[src/rtl/rqs_pkg.sv]
`default_nettype none

package rqs_pkg;

	localparam int DEPTH      = 16;
	localparam int DATA_WIDTH = 32;
	localparam int PTR_W      = $clog2(DEPTH);
	localparam int CNT_W      = $clog2(DEPTH + 1);
	localparam int CAP_W      = 5;
	localparam int ACTION_W   = 3;
	localparam int STATUS_W   = 2;

	typedef enum logic [ACTION_W-1:0] {
		ACT_ENQUEUE = 3'd0,
		ACT_DEQUEUE = 3'd1,
		ACT_PEEK    = 3'd2,
		ACT_CLEAR   = 3'd3,
		ACT_SEARCH  = 3'd4
	} action_t;

	typedef enum logic [STATUS_W-1:0] {
		ST_OK        = 2'd0,
		ST_FULL      = 2'd1,
		ST_EMPTY     = 2'd2,
		ST_NOT_FOUND = 2'd3
	} status_t;

	// Commands from the controller to the datapath.
	typedef struct packed {
		logic    enq;
		logic    deq;
		logic    clr;
		logic    scan_start;
		logic    scan_step;
		logic    rd_scan;
		logic    res_load;
		status_t res_status;
		logic    res_data;
		logic    res_slot;
	} cmd_t;

	// Status from the datapath to the controller.
	typedef struct packed {
		logic empty;
		logic full;
		logic match;
		logic last;
	} sts_t;

	typedef struct packed {
		status_t                       status;
		logic signed [DATA_WIDTH-1:0]  data;
		logic [PTR_W-1:0]              slot_index;
		logic [CNT_W-1:0]              occupancy;
		logic                          is_empty;
		logic                          is_full;
	} res_t;

	// Next ring position; wraps to zero at the configured capacity.
	function automatic logic [PTR_W-1:0] adv(input logic [PTR_W-1:0] pos,
			input logic [CNT_W-1:0] cap);
		logic [CNT_W-1:0] nxt;
		nxt = CNT_W'(pos) + CNT_W'(1);
		return (nxt >= cap) ? '0 : nxt[PTR_W-1:0];
	endfunction

	// A written capacity of zero acts as one, anything above DEPTH as DEPTH.
	function automatic logic [CNT_W-1:0] eff_cap(input logic [CAP_W-1:0] raw);
		logic [CNT_W-1:0] res;
		if (raw == '0) begin
			res = CNT_W'(1);
		end else if (int'(raw) > DEPTH) begin
			res = CNT_W'(DEPTH);
		end else begin
			res = CNT_W'(raw);
		end
		return res;
	endfunction

endpackage

`default_nettype wire

[src/rtl/rqs_req_if.sv]
`default_nettype none

interface rqs_req_if;
	import rqs_pkg::*;

	logic                         valid;
	logic                         ready;
	logic [ACTION_W-1:0]          action;
	logic signed [DATA_WIDTH-1:0] value;

	modport source (output valid, output action, output value, input ready);
	modport sink (input valid, input action, input value, output ready);
endinterface

`default_nettype wire

[src/rtl/rqs_res_if.sv]
`default_nettype none

interface rqs_res_if;
	import rqs_pkg::*;

	logic                         valid;
	logic                         ready;
	logic [STATUS_W-1:0]          status;
	logic signed [DATA_WIDTH-1:0] data;
	logic [PTR_W-1:0]             slot_index;
	logic [CNT_W-1:0]             occupancy;
	logic                         is_empty;
	logic                         is_full;

	modport source (output valid, output status, output data, output slot_index,
		output occupancy, output is_empty, output is_full, input ready);
	modport sink (input valid, input status, input data, input slot_index,
		input occupancy, input is_empty, input is_full, output ready);
endinterface

`default_nettype wire

[src/rtl/ring_queue_with_search_core.sv]
`default_nettype none

// Circular FIFO of 32-bit words with a run-time capacity of 1 to 16 slots and
// a search for a key from the oldest entry on. Enqueue, clear, refused
// requests and unused action codes return their result in the cycle after
// acceptance; dequeue and peek pass through the S_READ state because the
// slot memory has one registered read port. A search compares up to the
// occupancy entries, one memory read per slot. A new request is accepted
// when the block is idle and the result register is empty or being taken in
// the same cycle. Writing the capacity empties the queue.
module ring_queue_with_search_core (
	input  wire logic                      clk,
	input  wire logic                      arst_n,
	input  wire logic                      cfg_we,
	input  wire logic [rqs_pkg::CAP_W-1:0] cfg_wdata,
	rqs_req_if.sink                        req,
	rqs_res_if.source                      res
);
	import rqs_pkg::*;

	cmd_t cmd;
	sts_t sts;
	res_t res_word;

	rqs_ctrl u_ctrl (
		.clk        (clk),
		.arst_n     (arst_n),
		.req_valid  (req.valid),
		.req_action (req.action),
		.req_ready  (req.ready),
		.res_valid  (res.valid),
		.res_ready  (res.ready),
		.sts        (sts),
		.cmd        (cmd)
	);

	rqs_dpath u_dpath (
		.clk       (clk),
		.arst_n    (arst_n),
		.cfg_we    (cfg_we),
		.cfg_wdata (cfg_wdata),
		.value     (req.value),
		.cmd       (cmd),
		.sts       (sts),
		.res       (res_word)
	);

	assign res.status     = res_word.status;
	assign res.data       = res_word.data;
	assign res.slot_index = res_word.slot_index;
	assign res.occupancy  = res_word.occupancy;
	assign res.is_empty   = res_word.is_empty;
	assign res.is_full    = res_word.is_full;

endmodule

`default_nettype wire

[src/rtl/rqs_dpath.sv]
`default_nettype none

module rqs_dpath (
	input  wire logic                                  clk,
	input  wire logic                                  arst_n,
	input  wire logic                                  cfg_we,
	input  wire logic [rqs_pkg::CAP_W-1:0]             cfg_wdata,
	input  wire logic signed [rqs_pkg::DATA_WIDTH-1:0] value,
	input  wire rqs_pkg::cmd_t                         cmd,
	output rqs_pkg::sts_t                              sts,
	output rqs_pkg::res_t                              res
);
	import rqs_pkg::*;

	logic [DATA_WIDTH-1:0] mem_q [DEPTH];
	logic [DATA_WIDTH-1:0] rd_data_q;
	logic [PTR_W-1:0]      rd_addr;

	logic [PTR_W-1:0]      head_q;
	logic [PTR_W-1:0]      tail_q;
	logic [CNT_W-1:0]      cnt_q;
	logic [CNT_W-1:0]      cap_q;
	logic [CNT_W-1:0]      cnt_next;

	logic [PTR_W-1:0]      scan_pos_q;
	logic [PTR_W-1:0]      cmp_pos_q;
	logic [CNT_W-1:0]      rem_q;
	logic [DATA_WIDTH-1:0] key_q;

	assign rd_addr = cmd.rd_scan ? scan_pos_q : head_q;

	always_ff @(posedge clk) begin
		if (cmd.enq) begin
			mem_q[tail_q] <= value;
		end
		rd_data_q <= mem_q[rd_addr];
	end

	always_comb begin
		cnt_next = cnt_q;
		if (cmd.clr) begin
			cnt_next = '0;
		end else if (cmd.enq) begin
			cnt_next = cnt_q + CNT_W'(1);
		end else if (cmd.deq) begin
			cnt_next = cnt_q - CNT_W'(1);
		end
	end

	always_ff @(posedge clk or negedge arst_n) begin
		if (!arst_n) begin
			head_q <= '0;
			tail_q <= '0;
			cnt_q  <= '0;
			cap_q  <= CNT_W'(DEPTH);
		end else if (cfg_we) begin
			// A new capacity empties the queue; slot contents stay.
			cap_q  <= eff_cap(cfg_wdata);
			head_q <= '0;
			tail_q <= '0;
			cnt_q  <= '0;
		end else begin
			cnt_q <= cnt_next;
			if (cmd.clr) begin
				head_q <= '0;
				tail_q <= '0;
			end else begin
				if (cmd.enq) begin
					tail_q <= adv(tail_q, cap_q);
				end
				if (cmd.deq) begin
					head_q <= adv(head_q, cap_q);
				end
			end
		end
	end

	// The scan keeps one read in flight: cmp_pos_q names the slot whose word
	// sits in rd_data_q, scan_pos_q the slot being read now.
	always_ff @(posedge clk) begin
		if (cmd.scan_start) begin
			key_q      <= value;
			cmp_pos_q  <= head_q;
			scan_pos_q <= adv(head_q, cap_q);
			rem_q      <= cnt_q;
		end else if (cmd.scan_step) begin
			cmp_pos_q  <= scan_pos_q;
			scan_pos_q <= adv(scan_pos_q, cap_q);
			rem_q      <= rem_q - CNT_W'(1);
		end
		if (cmd.res_load) begin
			res.status     <= cmd.res_status;
			res.data       <= cmd.res_data ? rd_data_q : '0;
			res.slot_index <= cmd.res_slot ? cmp_pos_q : '0;
			res.occupancy  <= cnt_next;
			res.is_empty   <= (cnt_next == '0);
			res.is_full    <= (cnt_next == cap_q);
		end
	end

	assign sts.empty = (cnt_q == '0);
	assign sts.full  = (cnt_q >= cap_q);
	assign sts.match = (rd_data_q == key_q);
	assign sts.last  = (rem_q == CNT_W'(1));

`ifndef ASSERT_OFF
	a_cnt_in_cap: assert property (@(posedge clk) disable iff (!arst_n)
		cnt_q <= cap_q) else $error("occupancy exceeds capacity");
	a_empty_ptrs: assert property (@(posedge clk) disable iff (!arst_n)
		cnt_q == '0 |-> head_q == tail_q) else $error("empty queue with head and tail apart");
	a_enq_count: assert property (@(posedge clk) disable iff (!arst_n)
		cmd.enq && !cfg_we |=> cnt_q == $past(cnt_q) + CNT_W'(1))
		else $error("enqueue did not raise occupancy");
`endif

endmodule

`default_nettype wire

[src/rtl/rqs_ctrl.sv]
`default_nettype none

module rqs_ctrl (
	input  wire logic                          clk,
	input  wire logic                          arst_n,
	input  wire logic                          req_valid,
	input  wire logic [rqs_pkg::ACTION_W-1:0]  req_action,
	output logic                               req_ready,
	output logic                               res_valid,
	input  wire logic                          res_ready,
	input  wire rqs_pkg::sts_t                 sts,
	output rqs_pkg::cmd_t                      cmd
);
	import rqs_pkg::*;

	typedef enum logic [1:0] {
		S_IDLE,
		S_READ,
		S_SCAN
	} state_t;

	state_t state_q;
	state_t state_next;
	logic   res_valid_q;
	logic   accept;

	// The result register may be refilled in the cycle its request is taken.
	assign req_ready = (state_q == S_IDLE) && (!res_valid_q || res_ready);
	assign accept    = req_valid && req_ready;
	assign res_valid = res_valid_q;

	always_comb begin
		cmd        = '0;
		cmd.res_status = ST_OK;
		state_next = state_q;
		case (state_q)
			S_IDLE: begin
				if (accept) begin
					case (action_t'(req_action))
						ACT_ENQUEUE: begin
							cmd.res_load = 1'b1;
							if (sts.full) begin
								cmd.res_status = ST_FULL;
							end else begin
								cmd.enq = 1'b1;
							end
						end
						ACT_DEQUEUE: begin
							if (sts.empty) begin
								cmd.res_load   = 1'b1;
								cmd.res_status = ST_EMPTY;
							end else begin
								cmd.deq    = 1'b1;
								state_next = S_READ;
							end
						end
						ACT_PEEK: begin
							if (sts.empty) begin
								cmd.res_load   = 1'b1;
								cmd.res_status = ST_EMPTY;
							end else begin
								state_next = S_READ;
							end
						end
						ACT_CLEAR: begin
							cmd.clr      = 1'b1;
							cmd.res_load = 1'b1;
						end
						ACT_SEARCH: begin
							if (sts.empty) begin
								cmd.res_load   = 1'b1;
								cmd.res_status = ST_NOT_FOUND;
							end else begin
								cmd.scan_start = 1'b1;
								state_next     = S_SCAN;
							end
						end
						default: begin
							cmd.res_load = 1'b1;
						end
					endcase
				end
			end
			S_READ: begin
				cmd.res_load = 1'b1;
				cmd.res_data = 1'b1;
				state_next   = S_IDLE;
			end
			S_SCAN: begin
				cmd.rd_scan = 1'b1;
				if (sts.match) begin
					cmd.res_load = 1'b1;
					cmd.res_slot = 1'b1;
					state_next   = S_IDLE;
				end else if (sts.last) begin
					cmd.res_load   = 1'b1;
					cmd.res_status = ST_NOT_FOUND;
					state_next     = S_IDLE;
				end else begin
					cmd.scan_step = 1'b1;
				end
			end
			default: begin
				state_next = S_IDLE;
			end
		endcase
	end

	always_ff @(posedge clk or negedge arst_n) begin
		if (!arst_n) begin
			state_q     <= S_IDLE;
			res_valid_q <= 1'b0;
		end else begin
			state_q <= state_next;
			if (cmd.res_load) begin
				res_valid_q <= 1'b1;
			end else if (res_ready) begin
				res_valid_q <= 1'b0;
			end
		end
	end

`ifndef ASSERT_OFF
	a_busy_no_result: assert property (@(posedge clk) disable iff (!arst_n)
		state_q != S_IDLE |-> !res_valid_q) else $error("result pending while busy");
	a_read_one_cycle: assert property (@(posedge clk) disable iff (!arst_n)
		state_q == S_READ |=> state_q == S_IDLE && res_valid_q)
		else $error("read did not complete in one cycle");
	a_match_result: assert property (@(posedge clk) disable iff (!arst_n)
		state_q == S_SCAN && sts.match |=> res_valid_q && state_q == S_IDLE)
		else $error("search match did not produce a result");
`endif

endmodule

`default_nettype wire
[src/flat_wrapper.sv]
// flat-port wrapper written by rule: the top's interface ports become plain ports
module ring_queue_with_search_core_flat import rqs_pkg::*;
  (clk, arst_n, cfg_we, cfg_wdata, req_valid, req_action, req_value, req_ready, res_valid, res_status, res_data, res_slot_index, res_occupancy, res_is_empty, res_is_full, res_ready);
  rqs_req_if req_i ();
  rqs_res_if res_i ();
  input  wire logic clk;
  input  wire logic arst_n;
  input  wire logic cfg_we;
  input  wire logic [rqs_pkg::CAP_W-1:0] cfg_wdata;
  input wire logic [$bits(req_i.valid)-1:0] req_valid;
  input wire logic [$bits(req_i.action)-1:0] req_action;
  input wire logic [$bits(req_i.value)-1:0] req_value;
  output wire logic [$bits(req_i.ready)-1:0] req_ready;
  output wire logic [$bits(res_i.valid)-1:0] res_valid;
  output wire logic [$bits(res_i.status)-1:0] res_status;
  output wire logic [$bits(res_i.data)-1:0] res_data;
  output wire logic [$bits(res_i.slot_index)-1:0] res_slot_index;
  output wire logic [$bits(res_i.occupancy)-1:0] res_occupancy;
  output wire logic [$bits(res_i.is_empty)-1:0] res_is_empty;
  output wire logic [$bits(res_i.is_full)-1:0] res_is_full;
  input wire logic [$bits(res_i.ready)-1:0] res_ready;
  assign req_i.valid = req_valid;
  assign req_i.action = req_action;
  assign req_i.value = req_value;
  assign req_ready = req_i.ready;
  assign res_valid = res_i.valid;
  assign res_status = res_i.status;
  assign res_data = res_i.data;
  assign res_slot_index = res_i.slot_index;
  assign res_occupancy = res_i.occupancy;
  assign res_is_empty = res_i.is_empty;
  assign res_is_full = res_i.is_full;
  assign res_i.ready = res_ready;
  ring_queue_with_search_core u_core (.clk(clk), .arst_n(arst_n), .cfg_we(cfg_we), .cfg_wdata(cfg_wdata), .req(req_i), .res(res_i));
endmodule
[config.mk]
export PLATFORM = sky130hd
export DESIGN_NAME = ring_queue_with_search_core_flat
export DESIGN_NICKNAME = d
export VERILOG_FILES = /design/src/rtl/rqs_pkg.sv /design/src/rtl/rqs_req_if.sv /design/src/rtl/rqs_res_if.sv /design/src/rtl/ring_queue_with_search_core.sv /design/src/rtl/rqs_dpath.sv /design/src/rtl/rqs_ctrl.sv /design/src/flat_wrapper.sv
export SDC_FILE = /design/constraint.sdc
export NUM_CORES = 1
export LEC_CHECK = 0
export BUFFER_PORTS_ARGS = -buffer_cell sky130_fd_sc_hd__buf_4
export CAP_MARGIN = 40
export CELL_PAD_IN_SITES_DETAIL_PLACEMENT = 0
export CELL_PAD_IN_SITES_GLOBAL_PLACEMENT = 1
export CORE_ASPECT_RATIO = 0.75
export CORE_MARGIN = 4
export CORE_UTILIZATION = 40
export CTS_BUF_LIST = sky130_fd_sc_hd__clkbuf_4 sky130_fd_sc_hd__clkbuf_8 sky130_fd_sc_hd__clkbuf_16
export CTS_CLUSTER_SIZE = 16
export DETAILED_ROUTE_END_ITERATION = 10
export GPL_TIMING_DRIVEN = 0
export PLACE_DENSITY = 0.73
export SLEW_MARGIN = 20
export SYNTH_ARGS = -nofsm -noshare
export SYNTH_HDL_FRONTEND = slang
export SYNTH_HIERARCHICAL = 1
export SYNTH_SLANG_ARGS = --single-unit
[constraint.sdc]
create_clock -name clk -period 7.4 [get_ports clk]
set_input_delay 0.74 -clock clk [delete_from_list [all_inputs] [get_ports clk]]
set_output_delay 0.74 -clock clk [all_outputs]
set_load 0.01 [all_outputs]
==> key figures <==
Worst setup path
  – Largest fanout of any net on the critical path: 10
  – CP delay by family, top: simple AND/OR/NAND/NOR gates
  – Kind of end point of the critical path: flop
  – Most frequent CP cell: a21o_1
  – Start-to-end type of the worst setup path: flop to flop
  – Startpoint type of the worst setup path: flop
  – Signal arrival time at the worst endpoint: 4.81 ns
  – Buf/Inv on CP: 5
  – Critical path data required time: 7.74 ns
  – Worst path cell trace: inv_1 > ha_1 > nand2b_1 > a21o_1 > a21o_1 > a21o_1 > a21o_1 > nor4_1 > buf_2 > clkbuf_1 > nand2_1 > nor3_2 > buf_4 > buf_4
  – Critical-path top delay cell: nor3_2
  – Highest cell delay on the worst timing path: 0.66 ns

Clock network
  – Buffer levels on the longest clock path: 3
  – CTS tree: yes
  – Number of clock sinks: 655
  – TritonCTS Buffers: 61
  – CTS Hold Buffers Added: 0
  – Deepest level of the CTS H-tree: 2
  – Skew-Pair Late Insertion Delay: 0.65 ns
  – Clock tree root driver cell: clkbuf_16
  – Number of gates resized after CTS: 0
  – Post-CTS Setup Bufs: 0
  – Clock slew at the register clock pins of the worst setup and hold paths: 0.06 ns

Timing
  – Achievable frequency: 223.9 MHz
  – Tcrit/Tclk final: 60.35%
  – Slew at the pin with the worst max-slew slack: 0.8903 ns
  – Clock Skews: 0.03229 ns
  – Worst hold margin: 0.01819 ns
  – RSZ-0062 raised after global routing: false
  – Slew Limit Headroom: 40.64%
  – Final count of negative-setup-slack endpoints: 0
  – Final worst path period need: 4.466 ns
  – Count of final hold-check violations: 0
  – Least setup slack across all paths after layout: 2.934 ns
  – Final Max Slew Viols: 0

Min path
  – Type of the worst min-delay path: input pin to asynchronous set/reset pin

Placement
  – DP Worst Slack: 2.937 ns
  – Final weighted congestion of routability-driven global placement: 0.7659
  – HPWL reported at the end of detailed placement: 39590 um
  – Number of I/O port buffers: 90

Layout
  – Number of fill cells: 5099
  – Final antenna diode count: 0
  – Growth of design area from synthesis to finish: 18.77%
  – Share of post-route cells with drive strength above 1: 27.62%
  – Total Nets Final: 1561

Synth
  – Post-synthesis net count: 1362
  – Dominant synthesized flop cell: edfxtp_1
  – Synth warn: 6
  – Average cell area after synthesis: 19.71 um^2
  – Number of synthesized flops with an enable pin: 602
  – Total of flip-flops plus latches after synthesis: 655
  – Number of library cell types mapped by synthesis: 54
  – Synthesized area: 25370 um^2
  – Seq/Total Area, Yosys: 75.85%
  – Synthesized instance count: 1287
  – Synth async-reset ratio: 3.206%

Routing
  – Met2 WL: 26910 um
  – 1st-pass router iterations: 5
  – Post-route antenna net violation count: 0
  – Post-detailed-routing wire length: 59330 um
  – Length of routed wiring on met1: 26920 um
  – Detailed Route Iter0 Violations: 1377
  – DRC violations left: 0
  – Via count: 13010
  – Met3 wirelength from detailed routing: 4595 um
  – Top layer in use: met5
  – Routed vias/inst: 5.446
  – WL/cell: 24.84 um

Floorplanning
  – Y dimension of the die: 226.1 um
  – Cell row count: 79
  – Floorplan core area: 62370 um^2
  – Starting density of the core: 40.68%
  – Total die area: 67570 um^2
  – X dimension of the die: 298.8 um
  – I/O pin count: 92

Global route
  – Number of antenna violations at the first check in global routing: 2
  – Global-route usage over all layers: 17.61%
  – Total global routing overflow: 0
  – Number of global-route vias before repair: 13192
  – Largest net degree at the start of global routing: 22
  – Wire length of the first global-routing pass: 87700 um

Pwr
  – Total power divided by cell area: 260.0 nW/um^2
  – Total power of the final layout: 7834 uW
  – Worst ir drop on vdd: 0.1738 mV
  – Leakage component of the power: 0.01029 uW

Status
  – Outcome: finished clean

Flow run
  – Max-Cap Viols: 0
[Yosys cell counts (14+ instances only)]
library cell | number | share of area, %
edfxtp_1 | 602 | 71
mux4_2 | 128 | 11
a22oi_1 | 64 | 1.9
nand2_1 | 59 | 0.87
and2_1 | 39 | 0.96
xor2_1 | 39 | 1.3
clkbuf_1 | 33 | 0.49
dfxtp_1 | 32 | 2.5
nor2_1 | 31 | 0.46
ha_1 | 30 | 1.5
dfrtp_1 | 20 | 2.0
inv_1 | 19 | 0.28
nor3_1 | 17 | 0.34
buf_2 | 15 | 0.30
o21ai_0 | 15 | 0.30
nand2b_1 | 14 | 0.35
[layout by cell type, fill, tap and decap left out, drive strengths merged, types with 11 or more instances in the layout]
cell type and n:
nor4 11, clkbuf 105, inv 22, nor2 31, clkinv 24, ha 30
mux4 128, nand2 59, nor3 18, o21ai 16, dfrtp 20, edfxtp 602
a22oi 64, bufinv 11, xor2 39, dfxtp 32, buf 159, and2 39
nand2b 14
[worst paths after layout]
| check | startpoint | end | slack [ns] | cells past startpoint |
|---|---|---|---|---|
| worst max-delay path | u_core/u_dpath/cnt_q[0] | u_core/u_dpath/mem_q[1][12] | 2.93 | 14 |
| worst min-delay path | arst_n | u_core/u_dpath/head_q[2] | 0.02 | 1 |
| worst max register to register | u_core/u_dpath/cnt_q[0] | u_core/u_dpath/mem_q[1][12] | 2.93 | 14 |
| worst min register to register | u_core/u_dpath/cmp_pos_q[2] | u_core/u_dpath/res[9] | 0.53 | 1 |
| max in group asynchronous | arst_n | u_core/u_dpath/cap_q[4] | 7.08 | 1 |
| min in group clk | cfg_we | u_core/u_dpath/cnt_q[1] | 0.33 | 2 |
[power breakdown]
part	internal [uW]	total (uW)	switching, uW
Clock	1970	3370	1390
Combinational	144	356	212
Sequential	4090	4110	26.5
[state kept, by name, indices dropped and copies added (netlist names)]
name	count
u_core/u_dpath/cmp_pos_q	4
u_core/u_dpath/cnt_q	5
u_core/u_dpath/rem_q	5
u_core/u_dpath/tail_q	4
u_core/u_ctrl/res_valid	1
u_core/u_dpath/mem_q	512
u_core/u_dpath/cap_q	5
u_core/u_dpath/scan_pos_q	4
u_core/u_ctrl/state_q	2
u_core/u_dpath/head_q	4
u_core/u_dpath/rd_data_q	32
u_core/u_dpath/key_q	32
u_core/u_dpath/res	45
[per-layer routing]
| layer | vias up | GRT usage [%] |
|---|---|---|
| met5 | - | 0 |
| met4 | 2 | 3.652 |
| met3 | 72 | 3.681 |
| met2 | 470 | 26.75 |
| met1 | 6856 | 26.58 |
| li1 | 5610 | - |
[cell families (layout without fill, tap and decap cells)]
| family | count (synthesis) | after routing | synth area share, % |
|---|---|---|---|
| buf+inv | 75 | 327 | 1.243 |
| compound gates | 118 | 118 | 3.304 |
| simple gates | 220 | 220 | 4.547 |
| flops | 655 | 655 | 75.85 |
| xor+xnor | 47 | 47 | 1.622 |
| mux | 142 | 142 | 11.95 |
| fa+ha+maj | 30 | 30 | 1.479 |
[per-stage QoR]
| step | setup TNS, ns | instance area (um^2) | utilization [%] | std cells |
|---|---|---|---|---|
| 2_1_floorplan | 0 | 25370 | - | 1287 |
| 3_5_place_dp | 0 | 27910 | 44.75 | 2270 |
| 5_1_grt | 0 | 30140 | 48.32 | 2389 |
| 4_1_cts | 0 | 30100 | 48.26 | 2386 |
| 6_report | 0 | 30140 | 48.32 | 2389 |
| 3_3_place_gp | -188.91 | 27110 | 43.47 | 2227 |
[layout make-up]
| type | instances | area (um^2) | area share (%) |
|---|---|---|---|
| Sequential cell | 655 | 19240 | 63.86 |
| Tap cell | 850 | 1064 | 3.529 |
| Buffer | 56 | 244.0 | 0.8096 |
| Timing Repair Buffer | 136 | 1379 | 4.575 |
| Multi-Input combinational cell | 557 | 5944 | 19.73 |
| Inverter | 19 | 71.32 | 0.2367 |
| Clock buffer | 72 | 1634 | 5.422 |
| Clock inverter | 44 | 554.3 | 1.839 |
(Power assumes the default switching activity.)
